<file path="src/rtl/tlef_pkg.sv">
// ----------------------------------------------------------------------------
// tlef_pkg: shared types and constants of the text line ending filter
// Item and result layouts, command format between front and back, codes.
// ----------------------------------------------------------------------------
package tlef_pkg;

  // width of the held space counter before it is clipped to 16 bits
  localparam int SPACE_COUNT_BITS = 16;
  localparam int HELD_W = (SPACE_COUNT_BITS < 16) ? SPACE_COUNT_BITS : 16;
  localparam logic [15:0] SPACE_LIMIT = 16'((17'd1 << HELD_W) - 17'd1);

  // character codes
  localparam logic [7:0] CH_LF = 8'h0A;
  localparam logic [7:0] CH_CR = 8'h0D;
  localparam logic [7:0] CH_SP = 8'h20;

  // input operations
  localparam logic OP_MAP_WRITE = 1'b0;
  localparam logic OP_TEXT      = 1'b1;

  // configuration register indexes
  localparam int CFG_INDEX_W = 2;
  localparam int CFG_DATA_W  = 2;
  localparam logic [CFG_INDEX_W-1:0] CFG_LINE_ENDING_MODE  = 2'd0;
  localparam logic [CFG_INDEX_W-1:0] CFG_STRIP_SPACES      = 2'd1;

  // line ending modes
  localparam logic [1:0] MODE_KEEP = 2'd0;
  localparam logic [1:0] MODE_LF   = 2'd1;
  localparam logic [1:0] MODE_CR   = 2'd2;
  localparam logic [1:0] MODE_CRLF = 2'd3;

  // command queue depth
  localparam int QUEUE_DEPTH = 2;
  localparam int QPTR_W = (QUEUE_DEPTH > 1) ? $clog2(QUEUE_DEPTH) : 1;
  localparam int QCNT_W = $clog2(QUEUE_DEPTH + 1);

  // map memory
  localparam int MAP_DEPTH = 256;
  localparam int MAP_WIDTH = 8;

  // what the main result of a command is
  typedef enum logic [1:0] {
    MAIN_MAPPED,
    MAIN_CR,
    MAIN_LF,
    MAIN_CRLF
  } main_kind_t;

  typedef struct packed {
    logic       operation;
    logic [7:0] map_index;
    logic [7:0] data_byte;
  } in_item_t;

  typedef struct packed {
    logic [7:0]  out_byte;
    logic [15:0] repeat_count;
    logic        spaces_saturated;
    logic        last;
  } out_item_t;

  // one classified text byte: optional space run, then the main result
  typedef struct packed {
    logic        run_valid;
    logic [15:0] run_count;
    logic        run_sat;
    main_kind_t  main_kind;
    logic [7:0]  mapped_byte;
  } cmd_t;

endpackage

</file>
<file path="src/rtl/text_line_ending_filter.sv">
// ----------------------------------------------------------------------------
// text_line_ending_filter: line ending canonicalizing byte filter
// Maps text bytes through a loadable table, rewrites line ends and strips
// trailing spaces, reporting held spaces as one run result.
//
//   channel  direction  handshake           payload
//   in       input      in_valid/in_stall   in_item_t (operation, index, byte)
//   out      output     out_valid/out_stall out_item_t (byte, count, flags)
//   cfg      input      cfg_we              cfg_index, cfg_data
//
// One input item per cycle while in_stall is low; an item with two results
// holds the output for two transfers, so the sustained rate is one result
// per cycle while out_stall is low. Results pass the map read, then the queue.
// Reset clears config, held state and the queue; the map is not cleared.
// Input stalls only when the lookup stage cannot move into a full queue.
// ----------------------------------------------------------------------------
module text_line_ending_filter (
  input  logic                             clk,
  input  logic                             rst,
  input  logic                             in_valid,
  output logic                             in_stall,
  input  tlef_pkg::in_item_t               in_data,
  output logic                             out_valid,
  input  logic                             out_stall,
  output tlef_pkg::out_item_t              out_data,
  input  logic                             cfg_we,
  input  logic [tlef_pkg::CFG_INDEX_W-1:0] cfg_index,
  input  logic [tlef_pkg::CFG_DATA_W-1:0]  cfg_data
);
  import tlef_pkg::*;

  logic push;
  logic push_ready;
  cmd_t push_cmd;
  logic head_valid;
  cmd_t head_cmd;
  logic pop;

  // intake, classification and map lookup
  tlef_front u_front (
    .clk        (clk),
    .rst        (rst),
    .in_valid   (in_valid),
    .in_stall   (in_stall),
    .in_data    (in_data),
    .cfg_we     (cfg_we),
    .cfg_index  (cfg_index),
    .cfg_data   (cfg_data),
    .push       (push),
    .push_cmd   (push_cmd),
    .push_ready (push_ready)
  );

  // command queue
  tlef_queue u_queue (
    .clk        (clk),
    .rst        (rst),
    .push       (push),
    .push_cmd   (push_cmd),
    .push_ready (push_ready),
    .head_valid (head_valid),
    .head_cmd   (head_cmd),
    .pop        (pop)
  );

  // result sequencing
  tlef_back u_back (
    .clk        (clk),
    .rst        (rst),
    .head_valid (head_valid),
    .head_cmd   (head_cmd),
    .pop        (pop),
    .out_valid  (out_valid),
    .out_stall  (out_stall),
    .out_data   (out_data)
  );

endmodule

</file>
<file path="src/rtl/tlef_ram.sv">
// ----------------------------------------------------------------------------
// tlef_ram: generic single port write, single port read memory
// One write and one registered read per cycle; read data holds without re.
// ----------------------------------------------------------------------------
module tlef_ram #(
  parameter int WIDTH = 8,
  parameter int DEPTH = 256
) (
  input  logic                     clk,
  input  logic                     we,
  input  logic [$clog2(DEPTH)-1:0] waddr,
  input  logic [WIDTH-1:0]         wdata,
  input  logic                     re,
  input  logic [$clog2(DEPTH)-1:0] raddr,
  output logic [WIDTH-1:0]         rdata
);

  logic [WIDTH-1:0] mem [DEPTH];

  // write port
  always_ff @(posedge clk) begin
    if (we) begin
      mem[waddr] <= wdata;
    end
  end

  // registered read port
  always_ff @(posedge clk) begin
    if (re) begin
      rdata <= mem[raddr];
    end
  end

endmodule

</file>
<file path="src/rtl/tlef_front.sv">
// ----------------------------------------------------------------------------
// tlef_front: item intake and classification
// Holds the config, the space counter and the CR flag, loads the map and
// looks up text bytes, and hands one command per emitting byte to the queue.
// ----------------------------------------------------------------------------
module tlef_front (
  input  logic                              clk,
  input  logic                              rst,
  input  logic                              in_valid,
  output logic                              in_stall,
  input  tlef_pkg::in_item_t                in_data,
  input  logic                              cfg_we,
  input  logic [tlef_pkg::CFG_INDEX_W-1:0]  cfg_index,
  input  logic [tlef_pkg::CFG_DATA_W-1:0]   cfg_data,
  output logic                              push,
  output tlef_pkg::cmd_t                    push_cmd,
  input  logic                              push_ready
);
  import tlef_pkg::*;

  logic [1:0]        line_ending_mode;
  logic              strip_trailing_spaces;
  logic [HELD_W-1:0] held_spaces;
  logic [HELD_W-1:0] held_spaces_next;
  logic              held_overflow;
  logic              held_overflow_next;
  logic              drop_next_lf;
  logic              drop_next_lf_next;
  logic              s1_valid;
  cmd_t              s1_cmd;
  cmd_t              cmd_new;
  logic              emit;
  logic              accept;
  logic              text_acc;
  logic              map_we;
  logic              is_lf;
  logic              is_cr;
  logic              is_sp;
  logic [7:0]        map_rdata;

  // handshake: the lookup stage must be free or moving on
  assign push     = s1_valid && push_ready;
  assign in_stall = s1_valid && !push_ready;
  assign accept   = in_valid && !in_stall;
  assign text_acc = accept && (in_data.operation == OP_TEXT);
  assign map_we   = accept && (in_data.operation == OP_MAP_WRITE);

  assign is_lf = (in_data.data_byte == CH_LF);
  assign is_cr = (in_data.data_byte == CH_CR);
  assign is_sp = (in_data.data_byte == CH_SP);

  // configuration registers
  always_ff @(posedge clk) begin
    if (rst) begin
      line_ending_mode      <= MODE_KEEP;
      strip_trailing_spaces <= 1'b0;
    end else if (cfg_we) begin
      case (cfg_index)
        CFG_LINE_ENDING_MODE: line_ending_mode      <= cfg_data[1:0];
        CFG_STRIP_SPACES:     strip_trailing_spaces <= cfg_data[0];
        default: ;
      endcase
    end
  end

  // classify a text byte and update the held state
  always_comb begin
    emit               = 1'b0;
    cmd_new.run_valid  = 1'b0;
    cmd_new.run_count  = 16'(held_spaces);
    cmd_new.run_sat    = held_overflow;
    cmd_new.main_kind  = MAIN_MAPPED;
    cmd_new.mapped_byte = '0;
    held_spaces_next   = held_spaces;
    held_overflow_next = held_overflow;
    drop_next_lf_next  = drop_next_lf;
    if (text_acc) begin
      drop_next_lf_next = 1'b0;
      if (drop_next_lf && is_lf) begin
        // lf right after a converted cr is swallowed
      end else if (is_lf || is_cr) begin
        held_spaces_next   = '0;
        held_overflow_next = 1'b0;
        emit               = 1'b1;
        case (line_ending_mode)
          MODE_LF:   cmd_new.main_kind = MAIN_LF;
          MODE_CR:   cmd_new.main_kind = MAIN_CR;
          MODE_CRLF: cmd_new.main_kind = MAIN_CRLF;
          default:   cmd_new.main_kind = MAIN_MAPPED;
        endcase
        if (line_ending_mode != MODE_KEEP) begin
          drop_next_lf_next = is_cr;
        end
      end else if (strip_trailing_spaces && is_sp) begin
        // saturating space count
        if (held_spaces == {HELD_W{1'b1}}) begin
          held_overflow_next = 1'b1;
        end else begin
          held_spaces_next = held_spaces + 1'b1;
        end
      end else begin
        emit               = 1'b1;
        cmd_new.run_valid  = (held_spaces != '0);
        held_spaces_next   = '0;
        held_overflow_next = 1'b0;
      end
    end
  end

  // held state registers
  always_ff @(posedge clk) begin
    if (rst) begin
      held_spaces   <= '0;
      held_overflow <= 1'b0;
      drop_next_lf  <= 1'b0;
    end else begin
      held_spaces   <= held_spaces_next;
      held_overflow <= held_overflow_next;
      drop_next_lf  <= drop_next_lf_next;
    end
  end

  // lookup stage, lined up with the map read data
  always_ff @(posedge clk) begin
    if (rst) begin
      s1_valid <= 1'b0;
    end else if (accept) begin
      s1_valid <= emit;
    end else if (push) begin
      s1_valid <= 1'b0;
    end
  end

  always_ff @(posedge clk) begin
    if (accept && emit) begin
      s1_cmd <= cmd_new;
    end
  end

  // character map
  tlef_ram #(
    .WIDTH (MAP_WIDTH),
    .DEPTH (MAP_DEPTH)
  ) u_map (
    .clk   (clk),
    .we    (map_we),
    .waddr (in_data.map_index),
    .wdata (in_data.data_byte),
    .re    (text_acc),
    .raddr (in_data.data_byte),
    .rdata (map_rdata)
  );

  // command toward the queue carries the looked up byte
  always_comb begin
    push_cmd             = s1_cmd;
    push_cmd.mapped_byte = map_rdata;
  end

endmodule

</file>
<file path="src/rtl/tlef_queue.sv">
// ----------------------------------------------------------------------------
// tlef_queue: short command queue between front and back
// Register based fifo; a push is taken while full if the head leaves.
// ----------------------------------------------------------------------------
module tlef_queue (
  input  logic           clk,
  input  logic           rst,
  input  logic           push,
  input  tlef_pkg::cmd_t push_cmd,
  output logic           push_ready,
  output logic           head_valid,
  output tlef_pkg::cmd_t head_cmd,
  input  logic           pop
);
  import tlef_pkg::*;

  cmd_t              entries [QUEUE_DEPTH];
  logic [QPTR_W-1:0] wr_ptr;
  logic [QPTR_W-1:0] rd_ptr;
  logic [QCNT_W-1:0] count;

  assign push_ready = (count != QCNT_W'(QUEUE_DEPTH)) || pop;
  assign head_valid = (count != '0);
  assign head_cmd   = entries[rd_ptr];

  // entry storage
  always_ff @(posedge clk) begin
    if (push) begin
      entries[wr_ptr] <= push_cmd;
    end
  end

  // pointers and fill count
  always_ff @(posedge clk) begin
    if (rst) begin
      wr_ptr <= '0;
      rd_ptr <= '0;
      count  <= '0;
    end else begin
      if (push) begin
        wr_ptr <= (wr_ptr == QPTR_W'(QUEUE_DEPTH - 1)) ? '0 : wr_ptr + 1'b1;
      end
      if (pop) begin
        rd_ptr <= (rd_ptr == QPTR_W'(QUEUE_DEPTH - 1)) ? '0 : rd_ptr + 1'b1;
      end
      case ({push, pop})
        2'b10:   count <= count + 1'b1;
        2'b01:   count <= count - 1'b1;
        default: count <= count;
      endcase
    end
  end

endmodule

</file>
<file path="src/rtl/tlef_back.sv">
// ----------------------------------------------------------------------------
// tlef_back: result sequencer
// Expands the head command into one or two results, one per transfer.
// ----------------------------------------------------------------------------
module tlef_back (
  input  logic                clk,
  input  logic                rst,
  input  logic                head_valid,
  input  tlef_pkg::cmd_t      head_cmd,
  output logic                pop,
  output logic                out_valid,
  input  logic                out_stall,
  output tlef_pkg::out_item_t out_data
);
  import tlef_pkg::*;

  logic phase;
  logic two_results;
  logic xfer;

  assign two_results = head_cmd.run_valid || (head_cmd.main_kind == MAIN_CRLF);
  assign out_valid   = head_valid;
  assign xfer        = out_valid && !out_stall;
  assign pop         = xfer && out_data.last;

  // result selection by phase
  always_comb begin
    out_data.out_byte         = head_cmd.mapped_byte;
    out_data.repeat_count     = 16'd1;
    out_data.spaces_saturated = 1'b0;
    out_data.last             = 1'b1;
    if (!phase) begin
      out_data.last = !two_results;
      if (head_cmd.run_valid) begin
        out_data.out_byte         = CH_SP;
        out_data.repeat_count     = head_cmd.run_count;
        out_data.spaces_saturated = head_cmd.run_sat;
      end else begin
        case (head_cmd.main_kind)
          MAIN_CR:   out_data.out_byte = CH_CR;
          MAIN_LF:   out_data.out_byte = CH_LF;
          MAIN_CRLF: out_data.out_byte = CH_CR;
          default:   out_data.out_byte = head_cmd.mapped_byte;
        endcase
      end
    end else if (!head_cmd.run_valid) begin
      // second half of cr lf
      out_data.out_byte = CH_LF;
    end
  end

  // phase within the head command
  always_ff @(posedge clk) begin
    if (rst) begin
      phase <= 1'b0;
    end else if (xfer) begin
      phase <= !out_data.last;
    end
  end

endmodule

</file>
<file path="config.mk">
export PLATFORM = sky130hd
export DESIGN_NAME = text_line_ending_filter
export DESIGN_NICKNAME = d
export VERILOG_FILES = /design/src/rtl/tlef_pkg.sv /design/src/rtl/text_line_ending_filter.sv /design/src/rtl/tlef_ram.sv /design/src/rtl/tlef_front.sv /design/src/rtl/tlef_queue.sv /design/src/rtl/tlef_back.sv
export SDC_FILE = /design/constraint.sdc
export NUM_CORES = 2
export LEC_CHECK = 0
export ABC_CLOCK_PERIOD_IN_PS = 3500
export BUFFER_PORTS_ARGS = -buffer_cell sky130_fd_sc_hd__buf_2
export CAP_MARGIN = 20
export CELL_PAD_IN_SITES_DETAIL_PLACEMENT = 1
export CELL_PAD_IN_SITES_GLOBAL_PLACEMENT = 2
export CORE_AREA = 10 10 533 404
export DETAILED_ROUTE_END_ITERATION = 7
export DIE_AREA = 0 0 543 414
export PLACE_DENSITY = 0.78
export SYNTH_ARGS = -nofsm -noshare
export SYNTH_HDL_FRONTEND = slang
export SYNTH_SLANG_ARGS = --single-unit
</file>
<file path="constraint.sdc">
create_clock -name clk -period 3.5 [get_ports clk]
set_input_delay 0.7 -clock clk [delete_from_list [all_inputs] [get_ports clk]]
set_output_delay 0.7 -clock clk [all_outputs]
set_load 0.02 [all_outputs]
</file>
==> run_results.csv <==
group,metric,value,unit
status,outcome,"finished, final reports clean",
grt,grt_pass1_wl,351.6,mm
clocking,cts_tree,"done",
clocking,insertion_delay,0.85,ns
clocking,cts_buffers,196,
finish,fillCellCount,18701,
placement,place_congestion,0.8546,
setup_path,slowest_delay,0.41,ns
placement,port_buffers,53,
timing,rsz0062_at_grt,"no",
yosys,async_flop_share,0,%
power,ir_drop,0.0005393,V
setup_path,crit_slowest_cell,"dfxtp_2",
setup_path,cp.arrival,2.61,ns
floorplanning,core,0.2047,mm²
setup_path,path_class,"flip-flop to output pin",
clocking,clkTransAtPathRegs,0.06,ns
timing,max_slew_margin,25.72,%
drt,drc,0,
timing,clock.fmax,302.1,MHz
placement,dpl.hpwl,161.7,mm
yosys,synth-edff-count,2132,
setup_path,worstPathMaxFanout,19,
timing,tightest_slew,1.110,ns
yosys,synth_nets,4057,
floorplanning,fp-row-count,144,
finish,num-nets-final,4647,
yosys,synthFlopType,"edfxtp_1",
clocking,htree_levels,4,
drt,wl_per_cell,32.95,µm
drt,wirelength,246.8,mm
timing,finalSetupViolCount,0,
yosys,ys_seq_area_share,77.29,%
placement,post-place-ws,-0.6002,ns
yosys,ys_top_cells_by_area,"edfxtp_1 77%, mux4_2 13%, mux2i_1 1.9%, nor2_1 1.5%, a22oi_1 0.87%",
clocking,ctsHoldBuffers,0,
setup_path,cp.required,2.80,ns
grt,track_usage,21.43,%
setup_path,worst-path-buf-inv,2,
yosys,ys_types,69,
yosys,ys_ff_latch,2160,
drt,dr.pass1.iters,6,
drt,first_iter_violations,7026,
floorplanning,die_y,414,µm
yosys,yosysTopAreaCell,"edfxtp_1",
setup_path,worst_setup_path_end_kind,"output pin",
clocking,clock-sinks,2160,
power,leakagePower,31.26,nW
grt,grt_max_degree,118,
yosys,netlist_instances,4028,
run,maxCapViolCount,0,
placement,placed_cells,7119,
yosys,syn_area,0.08356,mm²
finish,stdcell_count,7491,
clocking,cts_buffer_depth,3,
timing,min_period_over_period,94.58,%
power,cellPowerDensity,545.2,mW/mm²
setup_path,path_cells,"buf_12 > mux2_2 > nor2_1 > nand2_1 > nand2_1 > nand2_1 > nor2_2 > buf_2",
timing,setup_slack,0.1896,ns
finish,multi_input_area,0.01799,mm²
yosys,synth_area_per_cell,20.74,µm²
setup_path,startpoint_type,"flip-flop",
yosys,yosysWarningCount,0,
setup_path,cp_common_cell,"nand2_1",
floorplanning,die_x,543,µm
worst_hold_path,hold_class,"input port to flip-flop",
drt,detail_route.vias_per_cell,6.078,
setup_path,crit_family,"simple AND/OR/NAND/NOR gates",
floorplanning,start_util,40.83,%
timing,maxSlewViolCount,0,
finish,drive_above_1_share,30.07,%
finish,area_growth,17.07,%
yosys,synth_top_area_share,76.62,%
drt,vias,45529,
floorplanning,dieArea,0.2248,mm²
grt,grt_antenna_before_repair,25,
timing,period_needed,3.310,ns
clocking,root_buffer,"clkbuf_16",
floorplanning,ios,54,
timing,hold_viol_final,0,
grt,grt_pass1_vias,46288,
timing,fin_skew,0.03600,ns
finish,regArea,0.06458,mm²
drt,antenna_left,0,
grt,grt_remaining_overflow,0,
what timing repair did:
item                                    in CTS  in global routing
endpoints found under the setup margin       1                  2
endpoints found under the hold margin        0                  0
gates cloned                                 0                  0
buffers inserted                             0                  0
resized for setup                            1                  3
cell usage in the layout (no fill, tap or decap), types with 17 or more instances in the layout:
master and instances:
a21oi_1 72, buf_4 517, nand2_1 69, o221ai_1 17, buf_2 45, clkinv_2 34, mux4_2 482, o21ai_0 49
mux2i_1 155, clkbuf_16 203, a221oi_1 34, clkbuf_1 38, nand3_1 49, edfxtp_1 2132, a22oi_1 97, dfxtp_1 27
clkinv_1 50, nor2_1 320, buf_12 58, bufinv_16 17
logic make-up after synthesis:
logic type	count (synthesis)	share of synthesized area [%]
flops	2160	77.29
mux	646	14.97
simple gates	580	3.145
compound gates	376	3.170
buf+inv	255	1.297
xor+xnor	8	0.08386
fa+ha+maj	3	0.04493
final timing paths:
| path | start | endpoint | slack [ns] | depth (start not counted) |
|---|---|---|---|---|
| hold reg to reg | u_front.held_overflow | u_front.push_cmd[10] | 0.45 | 0 |
| setup / recovery | flip-flop | out_data[25] | 0.19 | 8 |
| hold / removal | cfg_data[1] | u_front.line_ending_mode[1] | 0.12 | 3 |
| setup reg to reg | flip-flop | u_front.u_map.mem[57][7] | 0.26 | 10 |
sequential cells by signal, summed over array words and instances (netlist names), named ones only:
signal	count
u_front.push_cmd	20
u_front.u_map.rdata	8
u_front.held_spaces	16
u_queue.entries	56
u_queue.rd_ptr	1
u_front.drop_next_lf	1
u_queue.wr_ptr	1
u_front.held_overflow	1
u_queue.count	2
u_front.u_map.mem	2048
u_front.strip_trailing_spaces	1
u_front.line_ending_mode	2
u_front.s1_valid	1
u_back.phase	1
per-layer routing:
layer,GRT usage [%],wire length [µm],vias to the layer above
met5,0,95,-
met4,6.375,7231,14
met3,5.584,27920,418
met2,30.99,109400,2666
met1,31.91,102100,24439
li1,-,-,17992
stage by stage:
stage	util, %	cell area (µm²)	total power [mW]	setup TNS, ns	hold WS [ns]
global placement	44.65	91390	32.00	-2.822	0.4258
floorplan	-	83560	30.34	0	0.4064
detailed placement	44.65	91390	32.09	-2.882	0.4289
CTS	47.77	97780	53.52	0	0.06847
global route	47.79	97820	54.74	0	0.1084
finish	47.80	97830	53.33	0	0.1222
final cells by class:
type	instances	area share (%)
diodes	4	0.01023
clock buffers	250	5.465
clock inverters	116	1.065
inverters	17	0.06651
multi-input cells	1613	18.39
flip-flops and latches	2160	66.02
well taps	2701	3.455
repair buffers	630	5.530
synth_stat cells (all sizes together), types with 8 or more instances:
master,instances
nor4,10
o211ai,14
a22o,12
inv,16
a211oi,12
mux2i,156
o31ai,8
nand2,78
edfxtp,2132
o22ai,11
nand3b,11
a221oi,34
nand4,16
dfxtp,28
mux2,8
a22oi,97
nor3,10
buf,121
mux4,482
nor2,324
o21ai,49
or3,10
nand3,55
o221ai,17
and2,13
clkbuf,117
a21oi,72
nor2b,16
worst reg2reg max path, cell delays in order (launching register included):
cell       delay (ns)
dfxtp_2          0.41
mux2i_2          0.27
a31oi_1          0.14
o2111ai_2        0.37
inv_2            0.18
nor4b_4          0.24
buf_4            0.25
nand4b_1         0.13
buf_4            0.25
nor2_1           0.44
buf_4            0.26
where the power goes:
| part | switching, mW | internal, mW | leakage (nW) |
|---|---|---|---|
| Clock | 9.70 | 12.0 | 3.12 |
| Combinational | 1.97 | 1.15 | 8.72 |
| Sequential | 0.0282 | 28.4 | 19.4 |
Note: power is estimated with default switching activity, not from simulation.
